[src/rtl/rcws_pkg.sv]
// shared types and constants for the rule cell weighted bin scorer
// no dependencies; used by every module of the block
package rcws_pkg;

   localparam int MAX_DEPTH_DEF = 3;
   localparam int ACC_WIDTH_DEF = 48;
   localparam int CUT_W         = 3;
   localparam int RESP_W        = 32;
   localparam int SCORE_W       = 49;
   localparam int DEPTH_W       = 2;
   localparam int CELL_IDX_W    = 3;
   localparam int REQ_DATA_W    = 40;
   localparam int RSP_DATA_W    = 56;
   localparam int QUEUE_DEPTH   = 4;

   localparam logic [DEPTH_W-1:0] DEPTH_RESET = 2'd1;

   // one classified sample on its way from front to back
   typedef struct packed {
      logic                treated;
      logic [CUT_W-1:0]    cut_mask;
      logic [RESP_W-1:0]   response;
      logic                last;
      logic [DEPTH_W-1:0]  depth;
   } smp_type;

   typedef struct packed {
      logic full;
      logic empty;
   } q_stat_type;

   typedef enum logic {
      BK_ACCUM,
      BK_EMIT
   } bk_state_type;

endpackage

[src/rtl/rule_cell_weighted_bin_scorer_unit.sv]
// top level of the rule cell weighted bin scorer
// depends on rcws_pkg, rcws_front, rcws_queue and rcws_back
//
// usage
// - req channel: one sample per word; tuser is the treated flag, tdata holds
//   cut_bits then the signed q16.16 response, tlast marks the final sample
// - csr port: csr_wr_en writes the 2-bit depth; write only while idle
// - rsp channel: one score per rule cell, 2^depth words per set, tlast on the last
// - a sample is accepted every cycle while the queue has room; the queue of
//   four words lets the front keep taking samples while scores drain
// - each sample costs one bin add in the back end, a read-modify-write of one bin
// - the last sample of a set starts score emission of 2^depth scores, one score
//   per cycle while rsp is not stalled, each from one pair of bins; the first
//   score reaches rsp after the queue, the emit state and the output register
// - reset sets depth to 1, empties the queue and marks all bins zero
// - a stalled rsp keeps its word in the output register; the back end stops,
//   the queue fills, then req_tready falls
module rule_cell_weighted_bin_scorer_unit #(
   parameter int MAX_DEPTH = rcws_pkg::MAX_DEPTH_DEF,
   parameter int ACC_WIDTH = rcws_pkg::ACC_WIDTH_DEF
) (
   input  logic                              clock,
   input  logic                              reset,
   // config
   input  logic                              csr_wr_en,
   input  logic [rcws_pkg::DEPTH_W-1:0]      csr_wr_data,   // depth
   // samples in
   input  logic                              req_tvalid,
   output logic                              req_tready,
   input  logic [rcws_pkg::REQ_DATA_W-1:0]   req_tdata,     // cut_bits[2:0], response[34:3]
   input  logic                              req_tuser,     // treated
   input  logic                              req_tlast,     // last_sample
   // scores out
   output logic                              rsp_tvalid,
   input  logic                              rsp_tready,
   output logic [rcws_pkg::RSP_DATA_W-1:0]   rsp_tdata,     // cell_index[2:0], score[51:3]
   output logic                              rsp_tlast      // last_score
);

   rcws_pkg::q_stat_type q_stat;
   rcws_pkg::smp_type    push_entry;
   rcws_pkg::smp_type    head;
   logic                 push;
   logic                 pop;

   // classification and depth register
   rcws_front #(
      .MAX_DEPTH (MAX_DEPTH)
   ) u_front (
      .clock       (clock),
      .reset       (reset),
      .csr_wr_en   (csr_wr_en),
      .csr_wr_data (csr_wr_data),
      .req_tvalid  (req_tvalid),
      .req_tready  (req_tready),
      .req_tdata   (req_tdata),
      .req_tuser   (req_tuser),
      .req_tlast   (req_tlast),
      .q_stat      (q_stat),
      .push        (push),
      .push_entry  (push_entry)
   );

   // decoupling queue
   rcws_queue u_queue (
      .clock      (clock),
      .reset      (reset),
      .push       (push),
      .push_entry (push_entry),
      .pop        (pop),
      .head       (head),
      .q_stat     (q_stat)
   );

   // bins, scoring and output register
   rcws_back #(
      .MAX_DEPTH (MAX_DEPTH),
      .ACC_WIDTH (ACC_WIDTH)
   ) u_back (
      .clock      (clock),
      .reset      (reset),
      .q_stat     (q_stat),
      .head       (head),
      .pop        (pop),
      .rsp_tvalid (rsp_tvalid),
      .rsp_tready (rsp_tready),
      .rsp_tdata  (rsp_tdata),
      .rsp_tlast  (rsp_tlast)
   );

endmodule

[src/rtl/rcws_front.sv]
// front end: depth register, sample acceptance and cell classification
// depends on rcws_pkg
module rcws_front #(
   parameter int MAX_DEPTH = rcws_pkg::MAX_DEPTH_DEF
) (
   input  logic                              clock,
   input  logic                              reset,
   input  logic                              csr_wr_en,
   input  logic [rcws_pkg::DEPTH_W-1:0]      csr_wr_data,
   input  logic                              req_tvalid,
   output logic                              req_tready,
   input  logic [rcws_pkg::REQ_DATA_W-1:0]   req_tdata,
   input  logic                              req_tuser,
   input  logic                              req_tlast,
   input  rcws_pkg::q_stat_type              q_stat,
   output logic                              push,
   output rcws_pkg::smp_type                 push_entry
);

   logic [rcws_pkg::DEPTH_W-1:0] depth_ff, depth_in;
   logic [rcws_pkg::DEPTH_W-1:0] eff_depth;
   logic [rcws_pkg::CUT_W:0]     mask_wide;
   logic [rcws_pkg::CUT_W-1:0]   cut_bits;

   assign depth_in = csr_wr_en ? csr_wr_data : depth_ff;

   always_ff @(posedge clock) begin
      if (reset) begin
         depth_ff <= rcws_pkg::DEPTH_RESET;
      end else begin
         depth_ff <= depth_in;
      end
   end

   always_comb begin
      // depth saturates at the built-in maximum
      if ({1'b0, depth_ff} > 3'(MAX_DEPTH)) begin
         eff_depth = rcws_pkg::DEPTH_W'(MAX_DEPTH);
      end else begin
         eff_depth = depth_ff;
      end
      cut_bits  = req_tdata[rcws_pkg::CUT_W-1:0];
      mask_wide = ((rcws_pkg::CUT_W+1)'(1) << eff_depth) - (rcws_pkg::CUT_W+1)'(1);

      push_entry.treated  = req_tuser;
      push_entry.cut_mask = cut_bits & mask_wide[rcws_pkg::CUT_W-1:0];
      push_entry.response = req_tdata[rcws_pkg::CUT_W +: rcws_pkg::RESP_W];
      push_entry.last     = req_tlast;
      push_entry.depth    = eff_depth;
   end

   assign req_tready = !q_stat.full;
   assign push       = req_tvalid && !q_stat.full;

endmodule

[src/rtl/rcws_queue.sv]
// short fifo of classified samples between front and back
// depends on rcws_pkg
module rcws_queue (
   input  logic                 clock,
   input  logic                 reset,
   input  logic                 push,
   input  rcws_pkg::smp_type    push_entry,
   input  logic                 pop,
   output rcws_pkg::smp_type    head,
   output rcws_pkg::q_stat_type q_stat
);

   localparam int QD    = rcws_pkg::QUEUE_DEPTH;
   localparam int PTR_W = $clog2(QD);
   localparam int CNT_W = $clog2(QD + 1);

   rcws_pkg::smp_type  mem_ff [QD];
   logic [PTR_W-1:0]   wr_ptr_ff, wr_ptr_in;
   logic [PTR_W-1:0]   rd_ptr_ff, rd_ptr_in;
   logic [CNT_W-1:0]   count_ff, count_in;

   always_comb begin
      wr_ptr_in = push ? wr_ptr_ff + 1'b1 : wr_ptr_ff;
      rd_ptr_in = pop  ? rd_ptr_ff + 1'b1 : rd_ptr_ff;
      count_in  = count_ff;
      if (push && !pop) begin
         count_in = count_ff + 1'b1;
      end else if (pop && !push) begin
         count_in = count_ff - 1'b1;
      end
   end

   always_ff @(posedge clock) begin
      if (reset) begin
         wr_ptr_ff <= '0;
         rd_ptr_ff <= '0;
         count_ff  <= '0;
      end else begin
         wr_ptr_ff <= wr_ptr_in;
         rd_ptr_ff <= rd_ptr_in;
         count_ff  <= count_in;
      end
   end

   always_ff @(posedge clock) begin
      if (push) begin
         mem_ff[wr_ptr_ff] <= push_entry;
      end
   end

   assign head         = mem_ff[rd_ptr_ff];
   assign q_stat.full  = (count_ff == CNT_W'(QD));
   assign q_stat.empty = (count_ff == '0);

endmodule

[src/rtl/rcws_back.sv]
// back end: bin accumulation, score emission and bin clearing
// depends on rcws_pkg
module rcws_back #(
   parameter int MAX_DEPTH = rcws_pkg::MAX_DEPTH_DEF,
   parameter int ACC_WIDTH = rcws_pkg::ACC_WIDTH_DEF
) (
   input  logic                              clock,
   input  logic                              reset,
   input  rcws_pkg::q_stat_type              q_stat,
   input  rcws_pkg::smp_type                 head,
   output logic                              pop,
   output logic                              rsp_tvalid,
   input  logic                              rsp_tready,
   output logic [rcws_pkg::RSP_DATA_W-1:0]   rsp_tdata,
   output logic                              rsp_tlast
);

   localparam int NUM_CELLS = 2 ** MAX_DEPTH;
   localparam int CELL_W    = MAX_DEPTH;
   localparam int DIFF_W    = (ACC_WIDTH + 1 > rcws_pkg::SCORE_W) ?
                              ACC_WIDTH + 1 : rcws_pkg::SCORE_W;
   localparam int PAD_W     = rcws_pkg::RSP_DATA_W - rcws_pkg::CELL_IDX_W - rcws_pkg::SCORE_W;

   rcws_pkg::bk_state_type state_ff, state_in;

   logic [ACC_WIDTH-1:0]  tr_sum_ff [NUM_CELLS];
   logic [ACC_WIDTH-1:0]  un_sum_ff [NUM_CELLS];
   logic [NUM_CELLS-1:0]  tr_vld_ff, tr_vld_in;
   logic [NUM_CELLS-1:0]  un_vld_ff, un_vld_in;

   logic [CELL_W-1:0]                 j_ff, j_in;
   logic [rcws_pkg::DEPTH_W-1:0]      d_ff, d_in;
   logic                              out_vld_ff, out_vld_in;
   logic [rcws_pkg::CELL_IDX_W-1:0]   out_idx_ff;
   logic [rcws_pkg::SCORE_W-1:0]      out_score_ff;
   logic                              out_last_ff;

   logic [CELL_W-1:0]     head_cell;
   logic [CELL_W-1:0]     rd_addr;
   logic [ACC_WIDTH-1:0]  tr_rd, un_rd, resp_ext, acc_sum;
   logic [DIFF_W-1:0]     diff;
   logic [CELL_W:0]       cells_w;
   logic [CELL_W-1:0]     last_cell;
   logic                  out_free, emit, emit_last;

   always_comb begin
      head_cell = CELL_W'(head.cut_mask);
      rd_addr   = (state_ff == rcws_pkg::BK_EMIT) ? j_ff : head_cell;
      tr_rd     = tr_vld_ff[rd_addr] ? tr_sum_ff[rd_addr] : '0;
      un_rd     = un_vld_ff[rd_addr] ? un_sum_ff[rd_addr] : '0;
      resp_ext  = {{(ACC_WIDTH - rcws_pkg::RESP_W){head.response[rcws_pkg::RESP_W-1]}},
                   head.response};
      acc_sum   = (head.treated ? tr_rd : un_rd) + resp_ext;
      diff      = DIFF_W'($signed(tr_rd)) - DIFF_W'($signed(un_rd));
      cells_w   = (CELL_W+1)'(1) << d_ff;
      last_cell = CELL_W'(cells_w - (CELL_W+1)'(1));
      out_free  = !out_vld_ff || rsp_tready;
      pop       = (state_ff == rcws_pkg::BK_ACCUM) && !q_stat.empty;
      emit      = (state_ff == rcws_pkg::BK_EMIT) && out_free;
      emit_last = emit && (j_ff == last_cell);
   end

   always_comb begin
      state_in  = state_ff;
      j_in      = j_ff;
      d_in      = d_ff;
      tr_vld_in = tr_vld_ff;
      un_vld_in = un_vld_ff;
      unique case (state_ff)
         rcws_pkg::BK_ACCUM: begin
            if (pop) begin
               if (head.treated) begin
                  tr_vld_in[head_cell] = 1'b1;
               end else begin
                  un_vld_in[head_cell] = 1'b1;
               end
               if (head.last) begin
                  state_in = rcws_pkg::BK_EMIT;
                  j_in     = '0;
                  d_in     = head.depth;
               end
            end
         end
         rcws_pkg::BK_EMIT: begin
            if (emit) begin
               j_in = j_ff + 1'b1;
               if (emit_last) begin
                  // every bin reads as zero again
                  tr_vld_in = '0;
                  un_vld_in = '0;
                  state_in  = rcws_pkg::BK_ACCUM;
               end
            end
         end
         default: begin
            state_in = rcws_pkg::BK_ACCUM;
         end
      endcase
      if (emit) begin
         out_vld_in = 1'b1;
      end else if (rsp_tready) begin
         out_vld_in = 1'b0;
      end else begin
         out_vld_in = out_vld_ff;
      end
   end

   always_ff @(posedge clock) begin
      if (reset) begin
         state_ff   <= rcws_pkg::BK_ACCUM;
         tr_vld_ff  <= '0;
         un_vld_ff  <= '0;
         out_vld_ff <= 1'b0;
         j_ff       <= '0;
         d_ff       <= '0;
      end else begin
         state_ff   <= state_in;
         tr_vld_ff  <= tr_vld_in;
         un_vld_ff  <= un_vld_in;
         out_vld_ff <= out_vld_in;
         j_ff       <= j_in;
         d_ff       <= d_in;
      end
   end

   always_ff @(posedge clock) begin
      if (pop) begin
         if (head.treated) begin
            tr_sum_ff[head_cell] <= acc_sum;
         end else begin
            un_sum_ff[head_cell] <= acc_sum;
         end
      end
      if (emit) begin
         out_idx_ff   <= rcws_pkg::CELL_IDX_W'(j_ff);
         out_score_ff <= diff[rcws_pkg::SCORE_W-1:0];
         out_last_ff  <= (j_ff == last_cell);
      end
   end

   assign rsp_tvalid = out_vld_ff;
   assign rsp_tdata  = {{PAD_W{1'b0}}, out_score_ff, out_idx_ff};
   assign rsp_tlast  = out_last_ff;

endmodule

[config.mk]
export PLATFORM = sky130hd
export DESIGN_NAME = rule_cell_weighted_bin_scorer_unit
export DESIGN_NICKNAME = d
export VERILOG_FILES = /design/src/rtl/rcws_pkg.sv /design/src/rtl/rule_cell_weighted_bin_scorer_unit.sv /design/src/rtl/rcws_front.sv /design/src/rtl/rcws_queue.sv /design/src/rtl/rcws_back.sv
export SDC_FILE = /design/constraint.sdc
export NUM_CORES = 1
export LEC_CHECK = 0
export ABC_CLOCK_PERIOD_IN_PS = 7800
export BUFFER_PORTS_ARGS = -buffer_cell sky130_fd_sc_hd__buf_2
export CORE_MARGIN = 2
export CORE_UTILIZATION = 50
export CTS_BUF_LIST = sky130_fd_sc_hd__clkbuf_4 sky130_fd_sc_hd__clkbuf_8
export CTS_CLUSTER_SIZE = 10
export DETAILED_ROUTE_END_ITERATION = 8
export PLACE_DENSITY = 0.74
export RECOVER_POWER = 100
export SLEW_MARGIN = 10
export SYNTH_ARGS = -nofsm -noshare
export SYNTH_HDL_FRONTEND = slang
export SYNTH_SLANG_ARGS = --single-unit
[constraint.sdc]
create_clock -name clock -period 7.8 [get_ports clock]
set_input_delay 0.78 -clock clock [delete_from_list [all_inputs] [get_ports clock]]
set_output_delay 0.78 -clock clock [all_outputs]
set_load 0.01 [all_outputs]
==> run summary <==
kind of start point of the critical path - flop
Detailed Place HPWL - 63800 um
total placed cells including tap cells - 4806
Total GRT Usage - 0.247
prevailing post-synth register cell - sky130_fd_sc_hd__edfxtp_1
Post-CTS Setup Inserts - 0
Util after Layout - 0.558
Initial Util - 0.506
number of antenna violations at the first check in global routing - 1
sequential-to-total area share from yosys stat - 0.669
CP Class - flop to flop
number of setup violations in the final report - 0
setup TNS after final layout - 0 ns
combined area of all synthesized cells - 0.0448 mm2
cell class contributing the biggest share of worst-path delay - compound AO/OA/AOI/OAI gates
CP peak stage delay - 1.35 ns
Die X-Extent - 303 um
worst path arrival time - 8.16 ns
min-delay src - csr_wr_data[0]
area of all sequential standard cells - 0.0300 mm2
input/output buffers - 98
syn_area_per_cell - 12.1 um2
Slew HR - -2.16
violations in the final reports - max-capacitance violations, max-slew violations
setup clock skew after layout - 0.0388 ns
multi-input gate area in the final layout - 0.0139 mm2
hold crit path type - input pin to flop
pin count of the biggest net entering global routing - 130
Die Ht - 303 um
DRT Pass-1 Iters - 6
number of pins with negative max-slew slack in the final report - 859
result of the run - finished with violations
final critical-path required period - 7.63 ns
largest buffer count on any clock path - 3
RSZ-0062 raised after global routing - false
buffering stage count on the worst path with inverters included - 2
number of fill cells in the layout - 7276
H-tree Lvls - 4
TritonCTS sink count - 1011
Iter 0 DRT Violations - 3576
wire length per cell - 22.4 um
R2R depth - 20
post-route insts no fill - 5095
Post-DRT Antenna Nets - 0
Worst EP required - 8.34 ns
cts bufs inserted - 159
quantity of hold-fixing buffers added after cts - 0
crit-path most repeated cell - sky130_fd_sc_hd__nand3_1
Final Hold Vio Count - 0
leading post-synthesis cells by cell area - sky130_fd_sc_hd__edfxtp_1 65%, sky130_fd_sc_hd__nand2_1 7.2%, sky130_fd_sc_hd__nand3_1 6.5%, sky130_fd_sc_hd__ha_1 2.9%, sky130_fd_sc_hd__a21o_1 2.0%
flop and latch count out of synthesis - 1011
TritonCTS clock tree - built
asr flop ratio synth - 0
Worst Tran Pin Value - 4.74 ns
signed area change from the synthesized netlist to the final layout - 10.4%
critical path, cell by cell - mux2i_1, o221ai_4, mux2_2, o211ai_1, and2_2, buf_4, a21oi_1, ha_1, nand3_1, nor2_1, nand3_1, a2111oi_0, clkbuf_1, a211o_2, a31oi_1, o311ai_0, a41oi_4, o21ai_0, a21oi_2, xnor2_1
wire length reported by the detailed router - 114000 um
clock network latency to the later pin of the worst-skew pair - 0.83 ns
Cells on Worst Hold Path - 2
DR vias/cell - 5.90
share of the synthesized area in the top cell type - 0.654
clock-pin transition on the worst setup and hold timing paths - 0.06 ns
count of yosys warnings during synthesis - 0
worst hold endpoint - u_front.depth_ff[0]
RR Endpoint - u_back.out_score_ff[43]
Synth cell types - 81
total inserted antenna cells - 0
core area - 0.0886 mm2
share of final-layout standard cells stronger than drive strength 1 - 0.0964
final RePlAce weighted congestion - 0.906
Layout Nets - 3957
crit end category - flop
MaxCap Viol Count - 29
number of DRC violations after detailed routing - 0
setup slack of the worst register-to-register path - 0.17 ns
Max Fclk - 131 MHz
number of core rows - 109
cells after synthesis - 3692
# IOs - 108
vias after detailed routing - 30000
wire length of the first global-routing pass - 171000 um
die area - 0.0921 mm2
clock root buffer master - sky130_fd_sc_hd__clkbuf_8
number of synthesized flops with an enable pin - 977
remaining global-route overflow - 0
post-synthesis cell type with the largest combined area - sky130_fd_sc_hd__edfxtp_1
largest fanout on the critical path - 16
share of the clock period used by the worst path - 0.978
slowest stage cell, crit path - sky130_fd_sc_hd__o311ai_0
via count of the first global-routing pass - 29100
worst reg2reg max path, stage by stage, from the launching register on:
cell and delay [ns]:
sky130_fd_sc_hd__dfxtp_2 0.52, sky130_fd_sc_hd__mux2i_1 0.61, sky130_fd_sc_hd__o221ai_4 0.31, sky130_fd_sc_hd__mux2_2 0.34
sky130_fd_sc_hd__o211ai_1 0.24, sky130_fd_sc_hd__and2_2 0.56, sky130_fd_sc_hd__buf_4 0.41, sky130_fd_sc_hd__a21oi_1 0.13
sky130_fd_sc_hd__ha_1 0.38, sky130_fd_sc_hd__nand3_1 0.10, sky130_fd_sc_hd__nor2_1 0.17, sky130_fd_sc_hd__nand3_1 0.15
sky130_fd_sc_hd__a2111oi_0 0.41, sky130_fd_sc_hd__clkbuf_1 0.28, sky130_fd_sc_hd__a211o_2 0.17, sky130_fd_sc_hd__a31oi_1 0.20
sky130_fd_sc_hd__o311ai_0 1.36, sky130_fd_sc_hd__a41oi_4 0.34, sky130_fd_sc_hd__o21ai_0 0.41, sky130_fd_sc_hd__a21oi_2 0.11
sky130_fd_sc_hd__xnor2_1 0.15
kinds of logic after synthesis:
group | after synthesis | share of synthesized area
AO/OA/AOI/OAI | 490 | 0.0730
XOR/XNOR | 94 | 0.0184
adder cells (fa/ha/maj) | 106 | 0.0301
buffers and inverters | 256 | 0.0226
flip-flops | 1011 | 0.669
multiplexers | 56 | 0.0235
other | 1 | 0.0000836
AND/OR/NAND/NOR | 1678 | 0.163
worst max path at each step:
stage / startpoint / end / cells past startpoint
CTS: flop / u_back.un_sum_ff[7][47] / 21
detailed placement: flop / u_back.un_sum_ff[1][47] / 21
finish: flop / u_back.out_score_ff[43] / 20
global placement: flop / u_back.tr_sum_ff[5][46] / 21
global route: u_back.state_ff / u_back.tr_sum_ff[5][42] / 21
floorplan: flop / u_back.tr_sum_ff[0][46] / 27
placed cells by master (no fill, tap or decap), types with 23 or more instances in the layout:
cell / instances
sky130_fd_sc_hd__buf_4: 26
sky130_fd_sc_hd__a21o_1: 120
sky130_fd_sc_hd__xnor2_1: 58
sky130_fd_sc_hd__clkbuf_1: 113
sky130_fd_sc_hd__mux4_2: 36
sky130_fd_sc_hd__clkinv_2: 23
sky130_fd_sc_hd__nor2b_1: 23
sky130_fd_sc_hd__xor2_1: 34
sky130_fd_sc_hd__clkbuf_8: 163
sky130_fd_sc_hd__ha_1: 103
sky130_fd_sc_hd__nor2_1: 114
sky130_fd_sc_hd__nand3_1: 579
sky130_fd_sc_hd__nand2_1: 865
sky130_fd_sc_hd__dfxtp_1: 32
sky130_fd_sc_hd__o21ai_0: 101
sky130_fd_sc_hd__inv_1: 40
sky130_fd_sc_hd__a21oi_1: 139
sky130_fd_sc_hd__edfxtp_1: 977
sky130_fd_sc_hd__clkinv_1: 39
sky130_fd_sc_hd__clkbuf_4: 46
what timing repair did:
item / CTS / global route
gates resized for setup: 0 / 1
endpoints found under the hold margin: 0 / 0
setup endpoints to repair: 0 / 16
layer usage:
| layer | share of wire | up-vias | global-route usage |
|---|---|---|---|
| met5 | 0.00011 | - | 0 |
| met4 | 0.030 | 2 | 0.0962 |
| met3 | 0.085 | 228 | 0.0374 |
| met2 | 0.48 | 1474 | 0.397 |
| met1 | 0.41 | 14600 | 0.341 |
| li1 | - | 13700 | - |
flip-flops by register name (all words and copies together) (netlist names), named ones only:
name,flops
u_back.out_idx_ff,3
u_front.depth_ff,2
u_back.d_ff,2
u_queue.rd_ptr_ff,2
u_back.tr_vld_ff,8
u_back.un_sum_ff,384
u_queue.count_ff,3
u_back.out_score_ff,49
u_back.un_vld_ff,8
u_queue.mem_ff,156
u_back.tr_sum_ff,384
u_back.j_ff,3
u_back.state_ff,1
u_back.rsp_tlast,1
u_queue.wr_ptr_ff,2
u_back.rsp_tvalid,1
cells in the mapped netlist (21+ instances only):
master and n:
sky130_fd_sc_hd__edfxtp_1 977, sky130_fd_sc_hd__nand2_1 866, sky130_fd_sc_hd__nand3_1 579, sky130_fd_sc_hd__clkbuf_1 175
sky130_fd_sc_hd__a21oi_1 138, sky130_fd_sc_hd__a21o_1 120, sky130_fd_sc_hd__nor2_1 117, sky130_fd_sc_hd__ha_1 103
sky130_fd_sc_hd__o21ai_0 100, sky130_fd_sc_hd__xnor2_1 60, sky130_fd_sc_hd__inv_1 40, sky130_fd_sc_hd__mux4_2 37
sky130_fd_sc_hd__dfxtp_1 34, sky130_fd_sc_hd__xor2_1 34, sky130_fd_sc_hd__buf_1 30, sky130_fd_sc_hd__nor2b_1 23
sky130_fd_sc_hd__nand2b_1 21
area by class of cell:
type,instances,share of cell area
Tap cell,1165,0.0295
Multi-Input combinational cell,2428,0.280
Clock buffer,209,0.0523
Inverter,40,0.00303
Sequential cell,1011,0.607
Clock inverter,80,0.0115
Timing Repair Buffer,162,0.0170
per-stage QoR:
| stage | hold WS, ns | setup WS [ns] | area [um2] |
|---|---|---|---|
| 3_5_place_dp | 0.457 | 0.528 | 46700 |
| 6_report | 0.183 | 0.173 | 49500 |
| 3_3_place_gp | 0.450 | 0.639 | 46700 |
| 4_1_cts | 0.110 | 0.453 | 49900 |
| 5_1_grt | 0.143 | 0.0404 | 49500 |
| 2_1_floorplan | 0.430 | 1.54 | 44900 |
Power is left out: the tool's default activity adds up to more than one toggle a clock period on the data nets, which glitch-free logic cannot reach.
